===== src/design/smpd_pkg.sv =====
// ----------------------------------------------------------------------------
// smpd_pkg - shared types and codes for the serial mouse packet decoder
// Event kinds, input item kinds and the control bundle to the framer.
// ----------------------------------------------------------------------------
package smpd_pkg;

  // Hardware supports at most three buttons (left, right, middle).
  localparam int unsigned MAX_BUTTONS = 3;

  // Input item kind (carried on in_tuser)
  localparam logic ACT_BYTE = 1'b0;
  localparam logic ACT_POLL = 1'b1;

  // Result event kind (carried on out_tuser)
  typedef enum logic [1:0] {
    EV_PRESS   = 2'd0,
    EV_RELEASE = 2'd1,
    EV_MOTION  = 2'd2
  } event_kind_t;

  // Control from the top level to the framer
  typedef struct packed {
    logic       byte_en;   // a serial byte is transferred this cycle
    logic [7:0] rx_byte;   // that byte
    logic       accum_clr; // a poll consumed the motion accumulators
  } frame_ctl_t;

endpackage


===== src/design/smpd_frame.sv =====
// ----------------------------------------------------------------------------
// smpd_frame - byte framing, motion accumulation and button capture
// Frames received bytes into packets, adds signed deltas into saturating
// accumulators on the third byte and tracks the button bits.
// ----------------------------------------------------------------------------
module smpd_frame import smpd_pkg::*; #(
  parameter int ACCUM_WIDTH = 16
) (
  input  logic                          clk,
  input  logic                          rst_n,
  input  frame_ctl_t                    ctl,
  output logic [MAX_BUTTONS-1:0]        button_bits,
  output logic signed [ACCUM_WIDTH-1:0] accum_x,
  output logic signed [ACCUM_WIDTH-1:0] accum_y
);

  localparam logic [3:0] CNT_LIMIT = 4'd7;

  logic [3:0]                    cnt_r, cnt_nxt, cnt_base;
  logic [7:0]                    held0_r, held0_nxt, held1_r, held1_nxt;
  logic signed [ACCUM_WIDTH-1:0] ax_r, ax_nxt, ay_r, ay_nxt;
  logic [MAX_BUTTONS-1:0]        btn_r, btn_nxt;
  logic signed [7:0]             dx, dy;

  // Saturating add of an 8-bit signed delta into the accumulator width.
  function automatic logic signed [ACCUM_WIDTH-1:0] sat_add(
    input logic signed [ACCUM_WIDTH-1:0] acc,
    input logic signed [7:0]             d
  );
    logic signed [ACCUM_WIDTH:0] s;
    s = $signed({acc[ACCUM_WIDTH-1], acc}) + (ACCUM_WIDTH+1)'(d);
    if (s[ACCUM_WIDTH] != s[ACCUM_WIDTH-1]) begin
      sat_add = {s[ACCUM_WIDTH], {(ACCUM_WIDTH-1){~s[ACCUM_WIDTH]}}};
    end else begin
      sat_add = s[ACCUM_WIDTH-1:0];
    end
  endfunction

  always_comb begin
    // sync bit or runaway packet restarts framing
    cnt_base  = (ctl.rx_byte[6] || cnt_r > CNT_LIMIT) ? 4'd0 : cnt_r;
    cnt_nxt   = cnt_r;
    held0_nxt = held0_r;
    held1_nxt = held1_r;
    ax_nxt    = ax_r;
    ay_nxt    = ay_r;
    btn_nxt   = btn_r;
    dx        = $signed({held0_r[1:0], held1_r[5:0]});
    dy        = $signed({held0_r[3:2], ctl.rx_byte[5:0]});
    if (ctl.accum_clr) begin
      ax_nxt = '0;
      ay_nxt = '0;
    end
    if (ctl.byte_en) begin
      cnt_nxt = cnt_base + 4'd1;
      if (cnt_base == 4'd0) held0_nxt = ctl.rx_byte;
      if (cnt_base == 4'd1) held1_nxt = ctl.rx_byte;
      if (cnt_base == 4'd2) begin
        ax_nxt  = sat_add(ax_r, dx);
        ay_nxt  = sat_add(ay_r, dy);
        btn_nxt = MAX_BUTTONS'({1'b0, held0_r[5:4]});
      end else if (cnt_base == 4'd3) begin
        btn_nxt[2] = ctl.rx_byte[5];
      end
    end
  end

  always_ff @(posedge clk) begin
    if (!rst_n) begin
      cnt_r   <= '0;
      held0_r <= '0;
      held1_r <= '0;
      ax_r    <= '0;
      ay_r    <= '0;
      btn_r   <= '0;
    end else begin
      cnt_r   <= cnt_nxt;
      held0_r <= held0_nxt;
      held1_r <= held1_nxt;
      ax_r    <= ax_nxt;
      ay_r    <= ay_nxt;
      btn_r   <= btn_nxt;
    end
  end

  assign button_bits = btn_r;
  assign accum_x     = ax_r;
  assign accum_y     = ay_r;

endmodule


===== src/design/serial_mouse_packet_decoder.sv =====
// ----------------------------------------------------------------------------
// serial_mouse_packet_decoder - three/four byte serial mouse decoder
// Frames serial mouse bytes, accumulates motion and turns polls into a
// stream of button press/release and motion events.
// ----------------------------------------------------------------------------
//
//  channel | direction | payload
//  --------+-----------+-----------------------------------------------------
//  in_     | slave     | tuser: action, tdata: rx_byte
//  out_    | master    | tuser: event_kind, tdata: index/move_x/move_y, tlast
//  cfg_    | slave     | cfg_data: enable (always ready)
//
//  A byte transfer updates the framer in the cycle it is taken.
//  A poll snapshots changed buttons and motion into a pending set; one event
//  per cycle moves from there into the output register when not stalled, so
//  a poll makes up to four result transfers. Bytes and polls are taken back
//  to back; a byte or poll waits while an earlier poll still has more than
//  one event pending, or while its last event cannot enter the stalled output.
//  Synchronous active-low reset clears framing, accumulators and buttons.
//  Output stalls hold the output register; no result is ever dropped.
//
module serial_mouse_packet_decoder import smpd_pkg::*; #(
  parameter int BUTTON_COUNT = 3,
  parameter int ACCUM_WIDTH  = 16
) (
  input  logic        clk,
  input  logic        rst_n,
  // input stream
  input  logic        in_tvalid,
  output logic        in_tready,
  input  logic        in_tuser,      // [0] action
  input  logic [7:0]  in_tdata,      // [7:0] rx_byte
  // result stream
  output logic        out_tvalid,
  input  logic        out_tready,
  output logic [1:0]  out_tuser,     // [1:0] event_kind
  output logic [39:0] out_tdata,     // [1:0] button_index, [19:2] move_x,
                                     // [37:20] move_y, [39:38] zero
  output logic        out_tlast,
  // configuration
  input  logic        cfg_valid,
  output logic        cfg_ready,
  input  logic        cfg_data       // [0] enable
);

  localparam int MOVE_W = 18;
  localparam int EXT_W  = (ACCUM_WIDTH + 2 > MOVE_W) ? ACCUM_WIDTH + 2 : MOVE_W;
  // buttons beyond BUTTON_COUNT are tracked but never reported
  localparam logic [MAX_BUTTONS-1:0] BTN_MASK = MAX_BUTTONS'((1 << BUTTON_COUNT) - 1);

  logic                          enable_r;
  logic [MAX_BUTTONS-1:0]        rep_r;
  // pending events of the current poll
  logic [MAX_BUTTONS-1:0]        pend_btn_r, pend_btn_nxt;
  logic [MAX_BUTTONS-1:0]        pend_lvl_r;
  logic                          pend_mot_r, pend_mot_nxt;
  logic signed [MOVE_W-1:0]      pend_mx_r, pend_my_r;
  // output register
  logic                          ov_r;
  event_kind_t                   okind_r, okind_nxt;
  logic [1:0]                    oidx_r, oidx_nxt;
  logic signed [MOVE_W-1:0]      omx_r, omy_r, omx_nxt, omy_nxt;
  logic                          olast_r, olast_nxt;

  frame_ctl_t                    ctl;
  logic [MAX_BUTTONS-1:0]        btn_bits, changed;
  logic signed [ACCUM_WIDTH-1:0] ax, ay;
  logic signed [ACCUM_WIDTH+1:0] mx2, my2;
  logic signed [EXT_W-1:0]       mx_ext, my_ext;
  logic                          in_xfer, poll_go, load, p_any, p_single, has_motion;
  logic [1:0]                    p_cnt;

  smpd_frame #(.ACCUM_WIDTH(ACCUM_WIDTH)) u_frame (
    .clk         (clk),
    .rst_n       (rst_n),
    .ctl         (ctl),
    .button_bits (btn_bits),
    .accum_x     (ax),
    .accum_y     (ay)
  );

  // pending bookkeeping; the output register refills whenever free or taken
  assign p_cnt    = 2'(pend_btn_r[0]) + 2'(pend_btn_r[1]) + 2'(pend_btn_r[2])
                  + 2'(pend_mot_r);
  assign p_any    = (p_cnt != 2'd0) || pend_btn_r[2];
  assign p_single = (p_cnt == 2'd1) && !(&pend_btn_r);
  assign load     = !ov_r || out_tready;

  assign in_tready = !p_any || (p_single && load);
  assign in_xfer   = in_tvalid && in_tready;
  assign poll_go   = in_xfer && (in_tuser == ACT_POLL) && enable_r;

  assign ctl.byte_en   = in_xfer && (in_tuser == ACT_BYTE);
  assign ctl.rx_byte   = in_tdata;
  assign ctl.accum_clr = poll_go && has_motion;

  // motion scaled by two; y axis is flipped
  assign has_motion = (ax != '0) || (ay != '0);
  assign mx2        = {ax[ACCUM_WIDTH-1], ax, 1'b0};
  assign my2        = -{ay[ACCUM_WIDTH-1], ay, 1'b0};
  assign mx_ext     = EXT_W'(mx2);
  assign my_ext     = EXT_W'(my2);
  assign changed    = (btn_bits ^ rep_r) & BTN_MASK;

  // pick the lowest pending button, then motion
  always_comb begin
    pend_btn_nxt = pend_btn_r;
    pend_mot_nxt = pend_mot_r;
    okind_nxt    = EV_MOTION;
    oidx_nxt     = 2'd0;
    omx_nxt      = pend_mx_r;
    omy_nxt      = pend_my_r;
    priority if (pend_btn_r[0]) begin
      oidx_nxt        = 2'd0;
      pend_btn_nxt[0] = 1'b0;
    end else if (pend_btn_r[1]) begin
      oidx_nxt        = 2'd1;
      pend_btn_nxt[1] = 1'b0;
    end else if (pend_btn_r[2]) begin
      oidx_nxt        = 2'd2;
      pend_btn_nxt[2] = 1'b0;
    end else begin
      pend_mot_nxt = 1'b0;
    end
    if (pend_btn_r != '0) begin
      okind_nxt = pend_lvl_r[oidx_nxt] ? EV_PRESS : EV_RELEASE;
      omx_nxt   = '0;
      omy_nxt   = '0;
    end
    olast_nxt = (pend_btn_nxt == '0) && !pend_mot_nxt;
  end

  always_ff @(posedge clk) begin
    if (!rst_n) begin
      enable_r   <= 1'b0;
      rep_r      <= '0;
      pend_btn_r <= '0;
      pend_mot_r <= 1'b0;
      ov_r       <= 1'b0;
    end else begin
      if (cfg_valid) enable_r <= cfg_data;
      if (load) begin
        ov_r <= p_any;
      end
      // a poll is only taken once the pending set drains this cycle
      if (poll_go) begin
        rep_r      <= btn_bits;
        pend_btn_r <= changed;
        pend_mot_r <= has_motion;
      end else if (load && p_any) begin
        pend_btn_r <= pend_btn_nxt;
        pend_mot_r <= pend_mot_nxt;
      end
    end
  end

  // payload registers
  always_ff @(posedge clk) begin
    if (poll_go) begin
      pend_lvl_r <= btn_bits;
      pend_mx_r  <= mx_ext[MOVE_W-1:0];
      pend_my_r  <= my_ext[MOVE_W-1:0];
    end
    if (load && p_any) begin
      okind_r <= okind_nxt;
      oidx_r  <= oidx_nxt;
      omx_r   <= omx_nxt;
      omy_r   <= omy_nxt;
      olast_r <= olast_nxt;
    end
  end

  assign cfg_ready  = 1'b1;
  assign out_tvalid = ov_r;
  assign out_tuser  = okind_r;
  assign out_tdata  = {2'b00, omy_r, omx_r, oidx_r};
  assign out_tlast  = olast_r;

endmodule

===== config.mk =====
export PLATFORM = sky130hd
export DESIGN_NAME = serial_mouse_packet_decoder
export DESIGN_NICKNAME = d
export VERILOG_FILES = /design/src/design/smpd_pkg.sv /design/src/design/smpd_frame.sv /design/src/design/serial_mouse_packet_decoder.sv
export SDC_FILE = /design/constraint.sdc
export NUM_CORES = 1
export LEC_CHECK = 0
export ABC_CLOCK_PERIOD_IN_PS = 11900
export CORE_ASPECT_RATIO = 0.5
export CORE_MARGIN = 1.5
export CORE_UTILIZATION = 45
export CTS_CLUSTER_SIZE = 8
export DETAILED_ROUTE_END_ITERATION = 7
export DONT_BUFFER_PORTS = 1
export HOLD_SLACK_MARGIN = 0.03
export PLACE_DENSITY = 0.62
export SLEW_MARGIN = 20
export SYNTH_ARGS = -nofsm -noshare
export SYNTH_HDL_FRONTEND = slang
export SYNTH_SLANG_ARGS = --single-unit

===== constraint.sdc =====
create_clock -name clk -period 11.9 [get_ports clk]
set_input_delay 1.785 -clock clk [delete_from_list [all_inputs] [get_ports clk]]
set_output_delay 1.785 -clock clk [all_outputs]
set_load 0.005 [all_outputs]

==> run_results.csv, run 1 <==
group,metric,value,unit
sta,period_share,33.9,%
hold_path,hold_class,"reg -> reg",
grt,grt_pass1_wl,24.7,mm
worst_setup_path,crit_path_start_kind,"input pin",
worst_setup_path,worstPathCellList,"ha_1 -> inv_1 -> fa_1 -> nand2b_1 -> a21oi_1 -> nor2b_1 -> o21ai_1 -> a32oi_1 -> a21oi_2 -> a221o_1",
placement,place_congestion,0.897,
sta,setup_ws,7870,ps
hold_path,hp-start,"u_frame.held0_r[5]",
logic_synthesis,netlist_top_cells_area,"edfxtp_1 31%, dfxtp_1 17%, ha_1 7.2%",
cts,clk_latency,420,ps
worst_setup_path,r2r-end,"u_frame.accum_x[1]",
grt,grt_pass1_vias,4554,
sta,fmax,248,MHz
worst_setup_path,worstSetupPathType,"in -> reg",
cts,hold_buffers,0,
cts,path_clk_slew,60,ps
cts,cts_resized,0,
power_and_ir_drop,power,1.07,mW
sta,timing.slew.headroom,49.3,%
logic_synthesis,ys_ff_latch,134,
worst_setup_path,cp.depth,10,
sta,rsz0062_at_grt,"no",
cts,clkSinkCount,134,
floorplan,dieArea,0.0167,mm²
sta,fin_setup_tns,0,ps
drt,wirelength,15.2,mm
run,drv_cap,0,
cts,post_cts_buffers,0,
cts,cts_tree,"yes",
worst_setup_path,crit_buf_inv,1,
hold_path,whs_path_depth,2,
grt,grt_max_degree,48,
logic_synthesis,ys_warn_count,0,
sta,worst_slew_pin_slew,757,ps
worst_setup_path,r2r-start,"pend_btn_r[0]",
placement,place_ws,7200,ps
power_and_ir_drop,p_leak,3.12,nW
grt,grt_util_met1,28.8,%
cts,htreeDepth,4,
final_layout,area_growth,10.5,%
grt,grt_overflow,0,
sta,drv_slew,0,
cts,clk_path_buf_depth,2,
grt,use_met3,3.93,%
floorplan,die_x,181,µm
sta,setup_viol,0,
logic_synthesis,synth_edf_count,74,
grt,antenna_found_initial,0,
worst_setup_path,crit_fanout,12,
sta,fin_skew,10.9,ps
logic_synthesis,synthCells,674,
power_and_ir_drop,ir_drop,0.0000966,V
logic_synthesis,synthDistinctLibCells,69,
grt,top_usage_layer,"met1",
worst_setup_path,cp_top_family,"compound AO/OA/AOI/OAI gates",
final_layout,fin_nets,723,
hold_path,min_to,"u_frame.button_bits[1]",
final_layout,drive_above_1_share,7.24,%
logic_synthesis,async_reset_ff_share,0,%
floorplan,die_h,92.1,µm
placement,portBuffers,0,
sta,min_period,4030,ps
logic_synthesis,synth_area,0.00714,mm²
floorplan,std_cell_rows,32,
sta,hold_viol,0,
drt,drt_first_iter_violations,353,
floorplan,core,0.0155,mm²
worst_setup_path,cpMaxStageDelayCell,"a21oi_2",
drt,drc,0,
worst_setup_path,max_stage_delay,590,ps
drt,routedWlPerCell,17.3,µm
cts,cts_root_buffer,"clkbuf_16",
drt,vias,4932,
floorplan,ios,61,
logic_synthesis,synthFlopType,"edfxtp_1",
logic_synthesis,seq_area_frac_synth,48.0,%
worst_setup_path,endpoint_kind,"register",
drt,viasPerCell,5.60,
worst_setup_path,r2r_setup_slack,7930,ps
cts,cts_made_buffers,17,
worst_setup_path,rr_worst_depth,11,
grt,grt.total_usage,19.0,%
worst_setup_path,cp.arrival,4390,ps
grt,grtUsageMet2,26.7,%
final_layout,diodes,0,
logic_synthesis,yosysTopAreaCell,"edfxtp_1",
status,status,"complete, no violations",
logic_synthesis,synth.top_cell.area_share,31.1,%
worst_setup_path,required,12260,ps
drt,drt_first_pass_iters,4,
placement,dp_hpwl,10.9,mm
logic_synthesis,syn_area_per_cell,10.6,µm²
floorplan,start_util,46.2,%
drt,ant_nets,0,
power_and_ir_drop,p_per_area,135,mW/mm²
## worst max-delay path by stage
| stage | from | endpoint | slack, ps |
|---|---|---|---|
| finish | in_tdata[0] | u_frame.accum_y[12] | 7870 |
| detailed placement | in_tdata[0] | u_frame.accum_y[12] | 7200 |
| global route | pend_btn_r[0] | u_frame.accum_x[12] | 7600 |
| floorplan | out_tready | pend_mot_r | 7510 |
| CTS | in_tdata[0] | u_frame.accum_y[12] | 7620 |
| global placement | in_tdata[0] | u_frame.accum_y[2] | 7300 |
## stage by stage
| step | instance area [µm²] | utilization, % | std cells | hold WS (ps) |
|---|---|---|---|---|
| floorplan | 7150 | - | 677 | 442 |
| detailed placement | 7250 | 46.9 | 848 | 467 |
| finish | 7890 | 51.0 | 881 | 465 |
| global placement | 7250 | 46.9 | 848 | 458 |
| global route | 7890 | 51.0 | 881 | 486 |
| CTS | 7850 | 50.8 | 880 | 473 |
## kinds of logic (layout without fill, tap and decap cells)
group / after synthesis / in the layout / synth area share (%)
compound gates: 167 / 167 / 16.4
other cells: 2 / 5 / 0.105
flops: 134 / 134 / 48.0
mux: 17 / 17 / 2.38
fa+ha+maj: 47 / 47 / 8.45
simple gates: 209 / 209 / 15.9
buf+inv: 57 / 57 / 3.79
xor+xnor: 41 / 41 / 5.03
## layer usage
layer	routed length (µm)	vias up
met2	6120	108
met4	143	0
li1	-	2470
met3	699	13
met5	0	-
met1	8240	2341
## Yosys cell counts, types with 8 or more instances
library cell  instances
a21oi_1              39
a221o_1              16
a32oi_1              13
and2_1               41
clkbuf_1             19
dfxtp_1              60
edfxtp_1             74
ha_1                 41
inv_1                21
mux2i_1              17
nand2_1              53
nand2b_1             10
nand3_1               9
nor2_1               29
nor2b_1              23
nor4_1                8
o21a_1               12
o21ai_0              24
o21ai_1               9
xnor2_1              30
xor2_1               11
## registers in the layout, summed over array words and instances, names as in the netlist, 2 cells and up
name,cells
u_frame.accum_x,16
pend_btn_r,3
u_frame.cnt_r,4
u_frame.accum_y,16
u_frame.held1_r,6
pend_my_r,17
omx_r,16
pend_lvl_r,3
oidx_r,2
pend_mx_r,16
u_frame.button_bits,3
rep_r,3
out_tuser,2
omy_r,17
u_frame.held0_r,6
## tightest hold or removal path: stages, from the launching register on
cell and delay, ps:
dfxtp_1 310, nand3_1 60, a21boi_1 50
## cell type report
class                   instances  area [µm²]
inverters                      21        78.8
multi-input cells             486        3480
fillers                      1388        7570
clock buffers                  17         425
clock inverters                15         171
well taps                     204         255
repair buffers                  4        50.0
flip-flops and latches        134        3420
## layout by cell type (no fill, tap or decap), types with 9 or more instances in the layout
cell type  Yosys  final
and2_1        41     41
a221o_1       16     16
xor2_1        11     11
xnor2_1       30     30
a32oi_1       13     13
mux2i_1       17     17
dfxtp_1       60     60
nor2_1        29     28
ha_1          41     41
o21ai_1        9      9
o21ai_0       24     24
nand2b_1      10     10
inv_1         21     21
nand2_1       53     53
o21a_1        12     12
nor2b_1       23     21
a21oi_1       39     38
edfxtp_1      74     74
nand3_1        9      9
clkbuf_16      0     17
## report_power, final
part	internal [mW]	switching, mW	leakage [nW]
clock network	0.314	0.216	0.285
registers	0.490	0.00368	1.22
logic	0.0158	0.0260	1.62
total	0.820	0.246	3.12
(Power assumes the default switching activity.)
==> inputs of run 2 (changes only) <==
--- a/config.mk
+++ b/config.mk
@@ -5,7 +5,7 @@
 export SDC_FILE = /design/constraint.sdc
 export NUM_CORES = 1
 export LEC_CHECK = 0
-export ABC_CLOCK_PERIOD_IN_PS = 11900
+export ABC_CLOCK_PERIOD_IN_PS = 3950
 export CORE_ASPECT_RATIO = 0.5
 export CORE_MARGIN = 1.5
 export CORE_UTILIZATION = 45
==> constraint.sdc (replaced) <==
create_clock -name clk -period 3.95 [get_ports clk]
set_input_delay 0.5925 -clock clk [delete_from_list [all_inputs] [get_ports clk]]
set_output_delay 0.5925 -clock clk [all_outputs]
set_load 0.005 [all_outputs]
==> run 2 against run 1 <==
  * Non-clock buffer count increased by 7
  * Sequential share of layout area hardly changed
  * Sequential power grew to 3.0 times the previous value
  * First-iteration DRC count down 11%
  * Clock skew decreased by 0.92 ps
  * Clock-buffer cell count unchanged
  * Power grew to 2.9 times the previous value
  * Register-to-register slack got worse by 7400 ps
  * Critical endpoint is now u_frame.accum_x[1]
  * Largest power group is now sequential cells
==> run_results.csv, run 2 (synthesis results as in run 1) <==
group,metric,value,unit
worst_setup_path,crit_path_frequent_cell,"inv_1",
grt,grtUsageMet2,28.0,%
sta,fin_setup_tns,0,ps
worst_setup_path,rr_worst_depth,12,
power_and_ir_drop,p_leak,3.12,nW
worst_setup_path,worstPathCellList,"inv_1 -> fa_1 -> inv_1 -> ha_1 -> and3b_1 -> a2111o_1 -> a211oi_2 -> buf_4 -> and3_1 -> nand2b_1 -> nor2_1 -> a221o_1",
worst_setup_path,r2r-end,"u_frame.accum_x[1]",
drt,routedWlPerCell,17.0,µm
run,drv_cap,0,
worst_setup_path,max_stage_delay,550,ps
power_and_ir_drop,p_per_area,394,mW/mm²
power_and_ir_drop,pwr-share-seq,47.9,%
grt,grt_pass1_wl,24.4,mm
floorplan,core,0.0155,mm²
drt,drc,0,
grt,grt.total_usage,18.7,%
cts,clk_latency,410,ps
final_layout,final_common_cell,"edfxtp_1",
sta,timing.slew.headroom,62.9,%
placement,dp_hpwl,10.9,mm
cts,cts_root_buffer,"clkbuf_16",
hold_path,hold_class,"in -> reg",
drt,ant_nets,0,
power_and_ir_drop,ir_drop,0.000334,V
power_and_ir_drop,p_int,2.35,mW
sta,worst_slew_pin_slew,556,ps
power_and_ir_drop,power.switching,0.753,mW
worst_setup_path,crit_fanout,10,
placement,place_congestion,0.917,
hold_path,whs_path_depth,1,
floorplan,start_util,46.2,%
drt,wirelength,15.1,mm
final_layout,reg_top3,"omy_r: 17 flops, pend_my_r: 17 flops",
cts,path_clk_slew,60,ps
power_and_ir_drop,swShare,24.2,%
grt,grt_max_degree,34,
cts,clkSinkCount,134,
cts,hold_buffers,0,
power_and_ir_drop,p_comb_share,4.0,%
final_layout,fillers,1373,
sta,hold_viol,0,
worst_setup_path,cpMaxStageDelayCell,"fa_1",
worst_setup_path,crit_buf_inv,3,
drt,viasPerCell,5.59,
floorplan,die_h,92.1,µm
worst_setup_path,worstSetupPathType,"reg -> reg",
cts,cts_tree,"yes",
grt,grt_pass1_vias,4562,
floorplan,ios,61,
final_layout,final_util,51.0,%
drt,drt_first_iter_violations,315,
worst_setup_path,cp_top_family,"compound AO/OA/AOI/OAI gates",
worst_setup_path,r2r-start,"pend_btn_r[0]",
placement,portBuffers,0,
worst_setup_path,endpoint_kind,"register",
final_layout,area_growth,10.4,%
power_and_ir_drop,clkPwrFrac,48.1,%
floorplan,die_x,181,µm
final_layout,mostFrequentLayoutCells,"74 x edfxtp_1, 60 x dfxtp_1, 53 x nand2_1, 41 x and2_1, 41 x ha_1",
sta,setup_viol,0,
grt,grt_overflow,0,
worst_setup_path,crit_path_start_kind,"register",
grt,antenna_found_initial,0,
cts,cts_resized,0,
drt,vias,4968,
sta,min_period,3410,ps
grt,grt_util_met1,27.6,%
sta,rsz0062_at_grt,"no",
status,status,"complete, no violations",
grt,top_usage_layer,"met2",
final_layout,diodes,0,
floorplan,std_cell_rows,32,
drt,drt_first_pass_iters,4,
sta,fmax,294,MHz
sta,period_share,86.2,%
worst_setup_path,r2r_setup_slack,540,ps
cts,cts_made_buffers,17,
floorplan,dieArea,0.0167,mm²
worst_setup_path,cp.arrival,3760,ps
cts,post_cts_buffers,0,
final_layout,fin_nets,730,
sta,whs,305,ps
sta,drv_slew,0,
hold_path,hp-start,"rst_n",
grt,use_met3,3.34,%
sta,fin_skew,10.0,ps
worst_setup_path,required,4310,ps
final_layout,drive_above_1_share,8.04,%
cts,htreeDepth,4,
hold_path,min_to,"out_tvalid",
cts,clk_path_buf_depth,2,
==> run 2: layout make-up <==
| type | count | area [µm²] | area share [%] |
|---|---|---|---|
| Timing Repair Buffer | 11 | 82.6 | 1.05 |
| Tap cell | 204 | 255 | 3.24 |
| Multi-Input combinational cell | 486 | 3470 | 44.1 |
| Sequential cell | 134 | 3420 | 43.5 |
| Inverter | 21 | 78.8 | 1.00 |
| Clock buffer | 17 | 425 | 5.40 |
| Clock inverter | 15 | 139 | 1.76 |
==> run 2: power groups by stage <==
| stage | Combinational [mW] | Sequential [mW] | Clock (mW) |
|---|---|---|---|
| after floorplan | 0.108 | 1.51 | 0 |
| after global placement | 0.123 | 1.52 | 0 |
| after detailed placement | 0.125 | 1.52 | 0 |
| after CTS | 0.125 | 1.49 | 1.52 |
| after global routing | 0.140 | 1.49 | 1.58 |
| final | 0.125 | 1.49 | 1.49 |
==> run 2: per-layer routing <==
layer	routed length, µm	share of wire, %
met1	7910	52
met2	6340	42
met3	757	5.0
met4	123	0.81
met5	0	0
==> run 2: how the worst max path moves through the flow <==
stage	to	start	cells past startpoint
global placement	u_frame.held0_r[1]	pend_btn_r[0]	11
global route	u_frame.accum_x[14]	pend_btn_r[0]	12
CTS	u_frame.accum_x[1]	pend_btn_r[0]	12
detailed placement	u_frame.accum_x[14]	pend_btn_r[0]	12
floorplan	pend_btn_r[2]	pend_btn_r[0]	10
finish	u_frame.accum_x[1]	pend_btn_r[0]	12
==> run 2: through the flow <==
stage,area (µm²),cells,setup WS [ps],power (mW)
after global placement,7310,856,634,1.64
after floorplan,7150,677,122,1.62
final,7880,888,544,3.10
after CTS,7880,888,578,3.13
after detailed placement,7310,856,598,1.64
after global routing,7880,888,348,3.21
